==> config.mk <==
export PLATFORM = sky130hd
export DESIGN_NAME = hill_key_recovery_2x2_mod26
export DESIGN_NICKNAME = d
export VERILOG_FILES = /design/src/rtl/hkr_pkg.sv /design/src/rtl/hill_key_recovery_2x2_mod26.sv /design/src/rtl/hkr_det.sv /design/src/rtl/hkr_adj.sv /design/src/rtl/hkr_key.sv
export SDC_FILE = /design/constraint.sdc
export NUM_CORES = 2
export LEC_CHECK = 0
export BUFFER_PORTS_ARGS = -buffer_cell sky130_fd_sc_hd__buf_2
export CAP_MARGIN = 20
export CORE_MARGIN = 8
export CORE_UTILIZATION = 45
export CTS_BUF_LIST = sky130_fd_sc_hd__clkbuf_2 sky130_fd_sc_hd__clkbuf_4 sky130_fd_sc_hd__clkbuf_8
export DETAILED_ROUTE_END_ITERATION = 8
export GPL_TIMING_DRIVEN = 0
export SLEW_MARGIN = 30
export SYNTH_ARGS = -nofsm -noshare
export SYNTH_HDL_FRONTEND = slang
export SYNTH_SLANG_ARGS = --single-unit
==> constraint.sdc <==
create_clock -name clk -period 12.3 [get_ports clk]
set_input_delay 1.23 -clock clk [delete_from_list [all_inputs] [get_ports clk]]
set_output_delay 1.23 -clock clk [all_outputs]
set_load 0.05 [all_outputs]
==> src/rtl/hkr_pkg.sv <==
// ----------------------------------------------------------------------------
// hkr_pkg
// Shared types, constants and mod-26 helper functions for the 2x2 Hill
// cipher key recovery pipeline.
// ----------------------------------------------------------------------------
`default_nettype none

package hkr_pkg;

  localparam int unsigned LETTER_W    = 5;
  localparam int unsigned PROD_W      = 10;
  localparam int unsigned SUM_W       = 11;
  localparam int unsigned RECIP_W     = 23;
  localparam int unsigned IN_DATA_W   = 40;
  localparam int unsigned OUT_DATA_W  = 24;

  localparam logic [LETTER_W-1:0] MODULUS     = 5'd26;
  localparam logic [SUM_W-1:0]    MODULUS_SQ  = 11'd676;
  localparam logic [RECIP_W-1:0]  RECIP_26    = 23'd2521;
  localparam int unsigned         RECIP_SHIFT = 16;

  typedef logic [LETTER_W-1:0] letter_t;
  typedef logic [PROD_W-1:0]   prod_t;

  typedef struct packed {
    letter_t r1c1;
    letter_t r1c0;
    letter_t r0c1;
    letter_t r0c0;
  } mat_t;

  typedef struct packed {
    prod_t r1c1;
    prod_t r1c0;
    prod_t r0c1;
    prod_t r0c0;
  } pmat_t;

  function automatic letter_t red_letter(input letter_t v);
    return (v >= MODULUS) ? letter_t'(v - MODULUS) : v;
  endfunction

  function automatic letter_t neg26(input letter_t v);
    return (v == '0) ? '0 : letter_t'(MODULUS - v);
  endfunction

  function automatic letter_t mod26(input logic [SUM_W-1:0] v);
    logic [RECIP_W-1:0] prod;
    logic [6:0]         quo;
    logic [SUM_W-1:0]   qm;
    prod = RECIP_W'(v) * RECIP_26;
    quo  = prod[RECIP_W-1:RECIP_SHIFT];
    qm   = SUM_W'(quo) * SUM_W'(MODULUS);
    return letter_t'(v - qm);
  endfunction

  function automatic letter_t unit_inv(input letter_t d);
    letter_t r;
    case (d)
      5'd1:    r = 5'd1;
      5'd3:    r = 5'd9;
      5'd5:    r = 5'd21;
      5'd7:    r = 5'd15;
      5'd9:    r = 5'd3;
      5'd11:   r = 5'd19;
      5'd15:   r = 5'd7;
      5'd17:   r = 5'd23;
      5'd19:   r = 5'd11;
      5'd21:   r = 5'd5;
      5'd23:   r = 5'd17;
      5'd25:   r = 5'd25;
      default: r = 5'd0;
    endcase
    return r;
  endfunction

endpackage

`default_nettype wire

==> src/rtl/hill_key_recovery_2x2_mod26.sv <==
// ----------------------------------------------------------------------------
// hill_key_recovery_2x2_mod26
// Recovers a 2x2 Hill cipher key mod 26 from one known plaintext and
// ciphertext matrix pair.
//
//   Channel  Direction  Handshake          Payload
//   in_      slave      in_tvalid/tready   in_tdata[39:0]: P then C, 5b each
//   out_     master     out_tvalid/tready  out_tdata[23:0] key, out_tuser
//
// The datapath is seven register stages deep (s1 to s7), and a result is
// presented from the s7 registers; one item is accepted per cycle while no
// result waits on out_tready.
// Reset clears all stage valid bits; no item is in flight afterwards.
// When a result waits on out_tready the whole pipeline holds, and in_tready
// is low for that cycle.
// ----------------------------------------------------------------------------
`default_nettype none

module hill_key_recovery_2x2_mod26
  import hkr_pkg::*;
(
  input  wire logic                  clk,
  input  wire logic                  rst_n,
  input  wire logic                  in_tvalid,
  output logic                       in_tready,
  // plain_r0c0, plain_r0c1, plain_r1c0, plain_r1c1,
  // cipher_r0c0, cipher_r0c1, cipher_r1c0, cipher_r1c1
  input  wire logic [IN_DATA_W-1:0]  in_tdata,
  output logic                       out_tvalid,
  input  wire logic                  out_tready,
  // key_r0c0, key_r0c1, key_r1c0, key_r1c1, four zero bits
  output logic [OUT_DATA_W-1:0]      out_tdata,
  // invertible
  output logic                       out_tuser
);

  logic    en;
  mat_t    plain_in, cipher_in;
  logic    det_vld, adj_vld, adj_ok;
  mat_t    det_plain, det_cipher, adj_cipher, adj_pinv, key;
  letter_t det_dinv;

  assign en        = !out_tvalid || out_tready;
  assign in_tready = en;
  assign plain_in  = in_tdata[19:0];
  assign cipher_in = in_tdata[39:20];

  hkr_det u_det (
    .clk        (clk),
    .rst_n      (rst_n),
    .en         (en),
    .vld_in     (in_tvalid),
    .plain_in   (plain_in),
    .cipher_in  (cipher_in),
    .vld_out    (det_vld),
    .plain_out  (det_plain),
    .cipher_out (det_cipher),
    .dinv_out   (det_dinv)
  );

  hkr_adj u_adj (
    .clk        (clk),
    .rst_n      (rst_n),
    .en         (en),
    .vld_in     (det_vld),
    .plain_in   (det_plain),
    .cipher_in  (det_cipher),
    .dinv_in    (det_dinv),
    .vld_out    (adj_vld),
    .cipher_out (adj_cipher),
    .pinv_out   (adj_pinv),
    .inv_ok_out (adj_ok)
  );

  hkr_key u_key (
    .clk        (clk),
    .rst_n      (rst_n),
    .en         (en),
    .vld_in     (adj_vld),
    .cipher_in  (adj_cipher),
    .pinv_in    (adj_pinv),
    .inv_ok_in  (adj_ok),
    .vld_out    (out_tvalid),
    .key_out    (key),
    .inv_ok_out (out_tuser)
  );

  assign out_tdata = {4'd0, key};

  a_reset_empty: assert property (@(posedge clk) !rst_n |=> !out_tvalid)
    else $error("result valid right after reset");

  a_stall_blocks_input: assert property (@(posedge clk) disable iff (!rst_n)
    (out_tvalid && !out_tready) |-> !in_tready)
    else $error("input taken while the pipeline is stalled");

  a_singular_zero: assert property (@(posedge clk) disable iff (!rst_n)
    (out_tvalid && !out_tuser) |-> (out_tdata == '0))
    else $error("nonzero key for a singular plaintext");

  a_key_range: assert property (@(posedge clk) disable iff (!rst_n)
    out_tvalid |-> (key.r0c0 < MODULUS && key.r0c1 < MODULUS &&
                    key.r1c0 < MODULUS && key.r1c1 < MODULUS))
    else $error("key letter out of range");

endmodule

`default_nettype wire

==> src/rtl/hkr_det.sv <==
// ----------------------------------------------------------------------------
// hkr_det
// Stages one to three: reduces the letter codes, forms the two diagonal
// products and looks up the inverse of the plaintext determinant.
// ----------------------------------------------------------------------------
`default_nettype none

module hkr_det
  import hkr_pkg::*;
(
  input  wire logic    clk,
  input  wire logic    rst_n,
  input  wire logic    en,
  input  wire logic    vld_in,
  input  wire mat_t    plain_in,
  input  wire mat_t    cipher_in,
  output logic         vld_out,
  output mat_t         plain_out,
  output mat_t         cipher_out,
  output letter_t      dinv_out
);

  logic    s1_vld_r, s2_vld_r, s3_vld_r;
  mat_t    s1_plain_r, s1_cipher_r;
  mat_t    s2_plain_r, s2_cipher_r;
  mat_t    s3_plain_r, s3_cipher_r;
  prod_t   s2_pa_r, s2_pb_r;
  letter_t s3_dinv_r;

  mat_t    s1_plain_nxt, s1_cipher_nxt;
  letter_t det_nxt;

  always_comb begin
    s1_plain_nxt.r0c0  = red_letter(plain_in.r0c0);
    s1_plain_nxt.r0c1  = red_letter(plain_in.r0c1);
    s1_plain_nxt.r1c0  = red_letter(plain_in.r1c0);
    s1_plain_nxt.r1c1  = red_letter(plain_in.r1c1);
    s1_cipher_nxt.r0c0 = red_letter(cipher_in.r0c0);
    s1_cipher_nxt.r0c1 = red_letter(cipher_in.r0c1);
    s1_cipher_nxt.r1c0 = red_letter(cipher_in.r1c0);
    s1_cipher_nxt.r1c1 = red_letter(cipher_in.r1c1);
    det_nxt = mod26(SUM_W'(s2_pa_r) + MODULUS_SQ - SUM_W'(s2_pb_r));
  end

  always_ff @(posedge clk) begin
    if (!rst_n) begin
      s1_vld_r <= 1'b0;
      s2_vld_r <= 1'b0;
      s3_vld_r <= 1'b0;
    end else if (en) begin
      s1_vld_r <= vld_in;
      s2_vld_r <= s1_vld_r;
      s3_vld_r <= s2_vld_r;
    end
  end

  always_ff @(posedge clk) begin
    if (en) begin
      s1_plain_r  <= s1_plain_nxt;
      s1_cipher_r <= s1_cipher_nxt;
      s2_plain_r  <= s1_plain_r;
      s2_cipher_r <= s1_cipher_r;
      s2_pa_r     <= PROD_W'(s1_plain_r.r0c0) * PROD_W'(s1_plain_r.r1c1);
      s2_pb_r     <= PROD_W'(s1_plain_r.r0c1) * PROD_W'(s1_plain_r.r1c0);
      s3_plain_r  <= s2_plain_r;
      s3_cipher_r <= s2_cipher_r;
      s3_dinv_r   <= unit_inv(det_nxt);
    end
  end

  assign vld_out    = s3_vld_r;
  assign plain_out  = s3_plain_r;
  assign cipher_out = s3_cipher_r;
  assign dinv_out   = s3_dinv_r;

endmodule

`default_nettype wire

==> src/rtl/hkr_adj.sv <==
// ----------------------------------------------------------------------------
// hkr_adj
// Stages four and five: scales the adjugate of the plaintext matrix by the
// determinant inverse, giving the inverse plaintext matrix mod 26.
// ----------------------------------------------------------------------------
`default_nettype none

module hkr_adj
  import hkr_pkg::*;
(
  input  wire logic    clk,
  input  wire logic    rst_n,
  input  wire logic    en,
  input  wire logic    vld_in,
  input  wire mat_t    plain_in,
  input  wire mat_t    cipher_in,
  input  wire letter_t dinv_in,
  output logic         vld_out,
  output mat_t         cipher_out,
  output mat_t         pinv_out,
  output logic         inv_ok_out
);

  logic  s4_vld_r, s5_vld_r;
  logic  s4_ok_r, s5_ok_r;
  mat_t  s4_cipher_r, s5_cipher_r;
  pmat_t s4_m_r;
  mat_t  s5_pinv_r;

  always_ff @(posedge clk) begin
    if (!rst_n) begin
      s4_vld_r <= 1'b0;
      s5_vld_r <= 1'b0;
    end else if (en) begin
      s4_vld_r <= vld_in;
      s5_vld_r <= s4_vld_r;
    end
  end

  always_ff @(posedge clk) begin
    if (en) begin
      s4_cipher_r  <= cipher_in;
      s4_ok_r      <= (dinv_in != '0);
      s4_m_r.r0c0  <= PROD_W'(plain_in.r1c1) * PROD_W'(dinv_in);
      s4_m_r.r0c1  <= PROD_W'(neg26(plain_in.r0c1)) * PROD_W'(dinv_in);
      s4_m_r.r1c0  <= PROD_W'(neg26(plain_in.r1c0)) * PROD_W'(dinv_in);
      s4_m_r.r1c1  <= PROD_W'(plain_in.r0c0) * PROD_W'(dinv_in);
      s5_cipher_r  <= s4_cipher_r;
      s5_ok_r      <= s4_ok_r;
      s5_pinv_r.r0c0 <= mod26(SUM_W'(s4_m_r.r0c0));
      s5_pinv_r.r0c1 <= mod26(SUM_W'(s4_m_r.r0c1));
      s5_pinv_r.r1c0 <= mod26(SUM_W'(s4_m_r.r1c0));
      s5_pinv_r.r1c1 <= mod26(SUM_W'(s4_m_r.r1c1));
    end
  end

  assign vld_out    = s5_vld_r;
  assign cipher_out = s5_cipher_r;
  assign pinv_out   = s5_pinv_r;
  assign inv_ok_out = s5_ok_r;

endmodule

`default_nettype wire

==> src/rtl/hkr_key.sv <==
// ----------------------------------------------------------------------------
// hkr_key
// Stages six and seven: multiplies the ciphertext matrix by the inverse
// plaintext matrix and reduces the sums into the registered key.
// ----------------------------------------------------------------------------
`default_nettype none

module hkr_key
  import hkr_pkg::*;
(
  input  wire logic clk,
  input  wire logic rst_n,
  input  wire logic en,
  input  wire logic vld_in,
  input  wire mat_t cipher_in,
  input  wire mat_t pinv_in,
  input  wire logic inv_ok_in,
  output logic      vld_out,
  output mat_t      key_out,
  output logic      inv_ok_out
);

  logic  s6_vld_r, s7_vld_r;
  logic  s6_ok_r, s7_ok_r;
  pmat_t s6_a_r, s6_b_r;
  mat_t  s7_key_r;
  mat_t  key_nxt;

  always_comb begin
    key_nxt.r0c0 = mod26(SUM_W'(s6_a_r.r0c0) + SUM_W'(s6_b_r.r0c0));
    key_nxt.r0c1 = mod26(SUM_W'(s6_a_r.r0c1) + SUM_W'(s6_b_r.r0c1));
    key_nxt.r1c0 = mod26(SUM_W'(s6_a_r.r1c0) + SUM_W'(s6_b_r.r1c0));
    key_nxt.r1c1 = mod26(SUM_W'(s6_a_r.r1c1) + SUM_W'(s6_b_r.r1c1));
    if (!s6_ok_r) begin
      key_nxt = '0;
    end
  end

  always_ff @(posedge clk) begin
    if (!rst_n) begin
      s6_vld_r <= 1'b0;
      s7_vld_r <= 1'b0;
    end else if (en) begin
      s6_vld_r <= vld_in;
      s7_vld_r <= s6_vld_r;
    end
  end

  always_ff @(posedge clk) begin
    if (en) begin
      s6_ok_r     <= inv_ok_in;
      s6_a_r.r0c0 <= PROD_W'(cipher_in.r0c0) * PROD_W'(pinv_in.r0c0);
      s6_b_r.r0c0 <= PROD_W'(cipher_in.r0c1) * PROD_W'(pinv_in.r1c0);
      s6_a_r.r0c1 <= PROD_W'(cipher_in.r0c0) * PROD_W'(pinv_in.r0c1);
      s6_b_r.r0c1 <= PROD_W'(cipher_in.r0c1) * PROD_W'(pinv_in.r1c1);
      s6_a_r.r1c0 <= PROD_W'(cipher_in.r1c0) * PROD_W'(pinv_in.r0c0);
      s6_b_r.r1c0 <= PROD_W'(cipher_in.r1c1) * PROD_W'(pinv_in.r1c0);
      s6_a_r.r1c1 <= PROD_W'(cipher_in.r1c0) * PROD_W'(pinv_in.r0c1);
      s6_b_r.r1c1 <= PROD_W'(cipher_in.r1c1) * PROD_W'(pinv_in.r1c1);
      s7_ok_r     <= s6_ok_r;
      s7_key_r    <= key_nxt;
    end
  end

  assign vld_out    = s7_vld_r;
  assign key_out    = s7_key_r;
  assign inv_ok_out = s7_ok_r;

endmodule

`default_nettype wire
==> flow_metrics.env <==
export IMPL_drt_initial_drc_count=780
export IMPL_setup_viol=0
export IMPL_cap_violations=0
export IMPL_coreArea_sq_um=93300
export IMPL_cts_setup_buffers=0
export IMPL_path_common_cell="ha_1"
export IMPL_worst_setup_path_end_kind="register"
export IMPL_placed_area_sq_um=44400
export IMPL_cts_resized=0
export IMPL_antenna_found_initial=3
export IMPL_wl_um=74700
export IMPL_grt_max_degree=92
export IMPL_hp_class="reg2reg"
export IMPL_synth_edf_count=349
export IMPL_die_h_um=323
export IMPL_reg2reg_depth=37
export IMPL_cp_arrival_ns=10.15
export IMPL_yosys_top_cells_count="inv_1, ha_1, fa_1, edfxtp_1, nand2_1"
export IMPL_numCtsBuffers=68
export IMPL_crit_required_ns=12.80
export IMPL_finalWorstSetupSlack_ns=2.65
export IMPL_path_class="reg2reg"
export IMPL_slew_headroom_pct=41.4
export IMPL_num_vias=25600
export IMPL_ant_nets=0
export IMPL_yosys_most_used_dff="edfxtp_1"
export IMPL_dieArea_sq_um=104000
export IMPL_routedWlPerCell_um=13.9
export IMPL_yosysSeqAreaShare_pct=25.1
export IMPL_min_period_ns=9.65
export IMPL_r2r_end="u_det.dinv_out[3]"
export IMPL_r2r_start="u_det.s2_pb_r[2]"
export IMPL_crit_path_start="u_det.s2_pb_r[2]"
export IMPL_critPathMaxFanout=6
export IMPL_fin_crit_sh_pct=78.5
export IMPL_worst_slew_pin_slew_ns=0.873
export IMPL_synth_cell_types=69
export IMPL_htreeDepth=3
export IMPL_ys_seq_elements=356
export IMPL_drc=0
export IMPL_io_buffers=66
export IMPL_fp_row_count=112
export IMPL_clock_root_buffer="clkbuf_8"
export IMPL_start_util_pct=45.4
export IMPL_io_pins=71
export IMPL_holdBufCountCts=0
export IMPL_final_max_slew_viol_count=0
export IMPL_gr_total_overflow=0
export IMPL_dp_final_hpwl_um=62400
export IMPL_synth_top_cell_area_share_pct=26.3
export IMPL_dp_slack_ns=2.58
export IMPL_cp_start_kind="register"
export IMPL_vias_per_cell=4.77
export IMPL_critPathMaxStageDelay_ns=0.55
export IMPL_finalHoldViolCount=0
export IMPL_synth_most_common_cell="inv_1"
export IMPL_outcome="complete, no violations"
export IMPL_skew_ns=0.0336
export IMPL_die_width_um=323
export IMPL_place_gp_congestion=0.808
export IMPL_grt_pass1_vias=27100
export IMPL_drive_above_1_share_pct=5.19
export IMPL_cts_sinks=356
export IMPL_yosysWarnings=0
export IMPL_design_area_sq_um=45800
export IMPL_clk_path_buf_depth=3
export IMPL_grt_first_pass_wirelength_um=129000
export IMPL_path_clk_slew_ns=0.06
export IMPL_async_reset_ff_share_pct=0
export IMPL_grt_use_total_pct=14.9
export IMPL_netlist_instances=3927
export IMPL_grt_setup_unrepaired="no"
export IMPL_rrSetupSlack_ns=2.65
export IMPL_tns_ns=0
export IMPL_syn_area_sq_um=42400
export IMPL_slowest_stage="fa_1"
export IMPL_synth_area_top_cells="ha_1, edfxtp_1, fa_1, inv_1, xnor2_1"
export IMPL_syn_area_per_cell_sq_um=10.8
export IMPL_clkLatencyLatePin_ns=0.67
export IMPL_synthToLayoutAreaGrowth_pct=8.19
export IMPL_nNetsFinal=5450
export IMPL_synth_largest_area_cell="ha_1"
export IMPL_critPathCapture="u_det.dinv_out[3]"
export IMPL_firstDrtPassIters=5
export IMPL_clock_fmax_ghz=0.104
export IMPL_cts_tree="done"
## flip-flops by register name, summed over array words and instances, names as in the netlist, 5 cells and up
register	flops
u_adj.s4_m_r	40
u_key.s6_a_r	40
u_key.s6_b_r	40
u_adj.cipher_out	20
u_adj.pinv_out	20
u_adj.s4_cipher_r	20
u_det.cipher_out	20
u_det.plain_out	20
u_det.s1_cipher_r	20
u_det.s1_plain_r	20
u_det.s2_cipher_r	20
u_det.s2_plain_r	20
u_key.key_out	20
u_det.s2_pa_r	10
u_det.s2_pb_r	10
u_det.dinv_out	5
## worst max-delay path, delay by kind of cell, from the launching register on
family / cells / cell delay, ns
fa+ha+maj: 10 / 3.73
compound gates: 13 / 2.82
xor+xnor: 7 / 1.91
flops: 1 / 0.36
simple gates: 2 / 0.35
buf+inv: 5 / 0.30
## cell type report
type | count | area [sq um]
multi-input combinational | 2623 | 28200
clock inverter | 39 | 363
inverter | 903 | 3400
fill | 8727 | 47500
clock buffer | 85 | 1060
timing repair buffer | 70 | 440
sequential | 356 | 10600
tap | 1254 | 1570
buffer | 48 | 196
antenna | 1 | 2.50
## through the flow
step / utilization (%) / hold slack (ns) / instances
after CTS: 49.1 / 0.384 / 5378
after global placement: 47.5 / 0.400 / 5250
after detailed placement: 47.6 / 0.405 / 5254
after floorplan: - / 0.400 / 3930
final: 49.1 / 0.392 / 5379
after global routing: 49.1 / 0.414 / 5378
## routing by layer
| layer | GRT usage [%] | vias up | share of wire [%] |
|---|---|---|---|
| met3 | 2.09 | 94 | 2.6 |
| met1 | 19.4 | 12200 | 48 |
| met2 | 26.3 | 215 | 48 |
| li1 | - | 13100 | - |
| met4 | 3.61 | 0 | 2.0 |
| met5 | 0 | - | 0 |
## worst min path at each step
stage                         start                    end  slack (ns)  depth (start not counted)
2_1_floorplan  u_adj.s4_cipher_r[0]    u_adj.cipher_out[0]        0.40                          0
3_3_place_gp   u_det.cipher_out[12]  u_adj.s4_cipher_r[12]        0.40                          0
6_report           u_adj.inv_ok_out          u_key.s6_ok_r        0.39                          0
4_1_cts            u_adj.inv_ok_out          u_key.s6_ok_r        0.38                          0
5_1_grt        u_det.s2_plain_r[18]    u_det.plain_out[18]        0.41                          0
3_5_place_dp   u_adj.s4_cipher_r[5]    u_adj.cipher_out[5]        0.40                          0
## cells in the final DEF (no fill, tap or decap), types with 68 or more instances in the layout
| cell | instances |
|---|---|
| inv_1 | 902 |
| ha_1 | 891 |
| fa_1 | 445 |
| edfxtp_1 | 349 |
| nand2_1 | 203 |
| and2_1 | 202 |
| xnor2_1 | 190 |
| a21oi_1 | 159 |
| nor2_1 | 89 |
| clkbuf_8 | 68 |
## logic make-up (layout without fill, tap and decap cells)
family                     Yosys count  after routing  share of synthesized area [%]
and+or+nand+nor                    588            588                           6.97
DFF                                356            356                           25.1
xor gates and xnor gates           242            242                           5.21
other                                1              5                        0.00885
AOI/OAI and AO/OA                  441            441                           6.66
muxes                               12             12                          0.289
adders and majority gates         1336           1336                           47.3
buffers and inverters              951           1145                           8.46
Power is left out: the tool's default activity adds up to more than one toggle a clock period on the data nets, which glitch-free logic cannot reach.
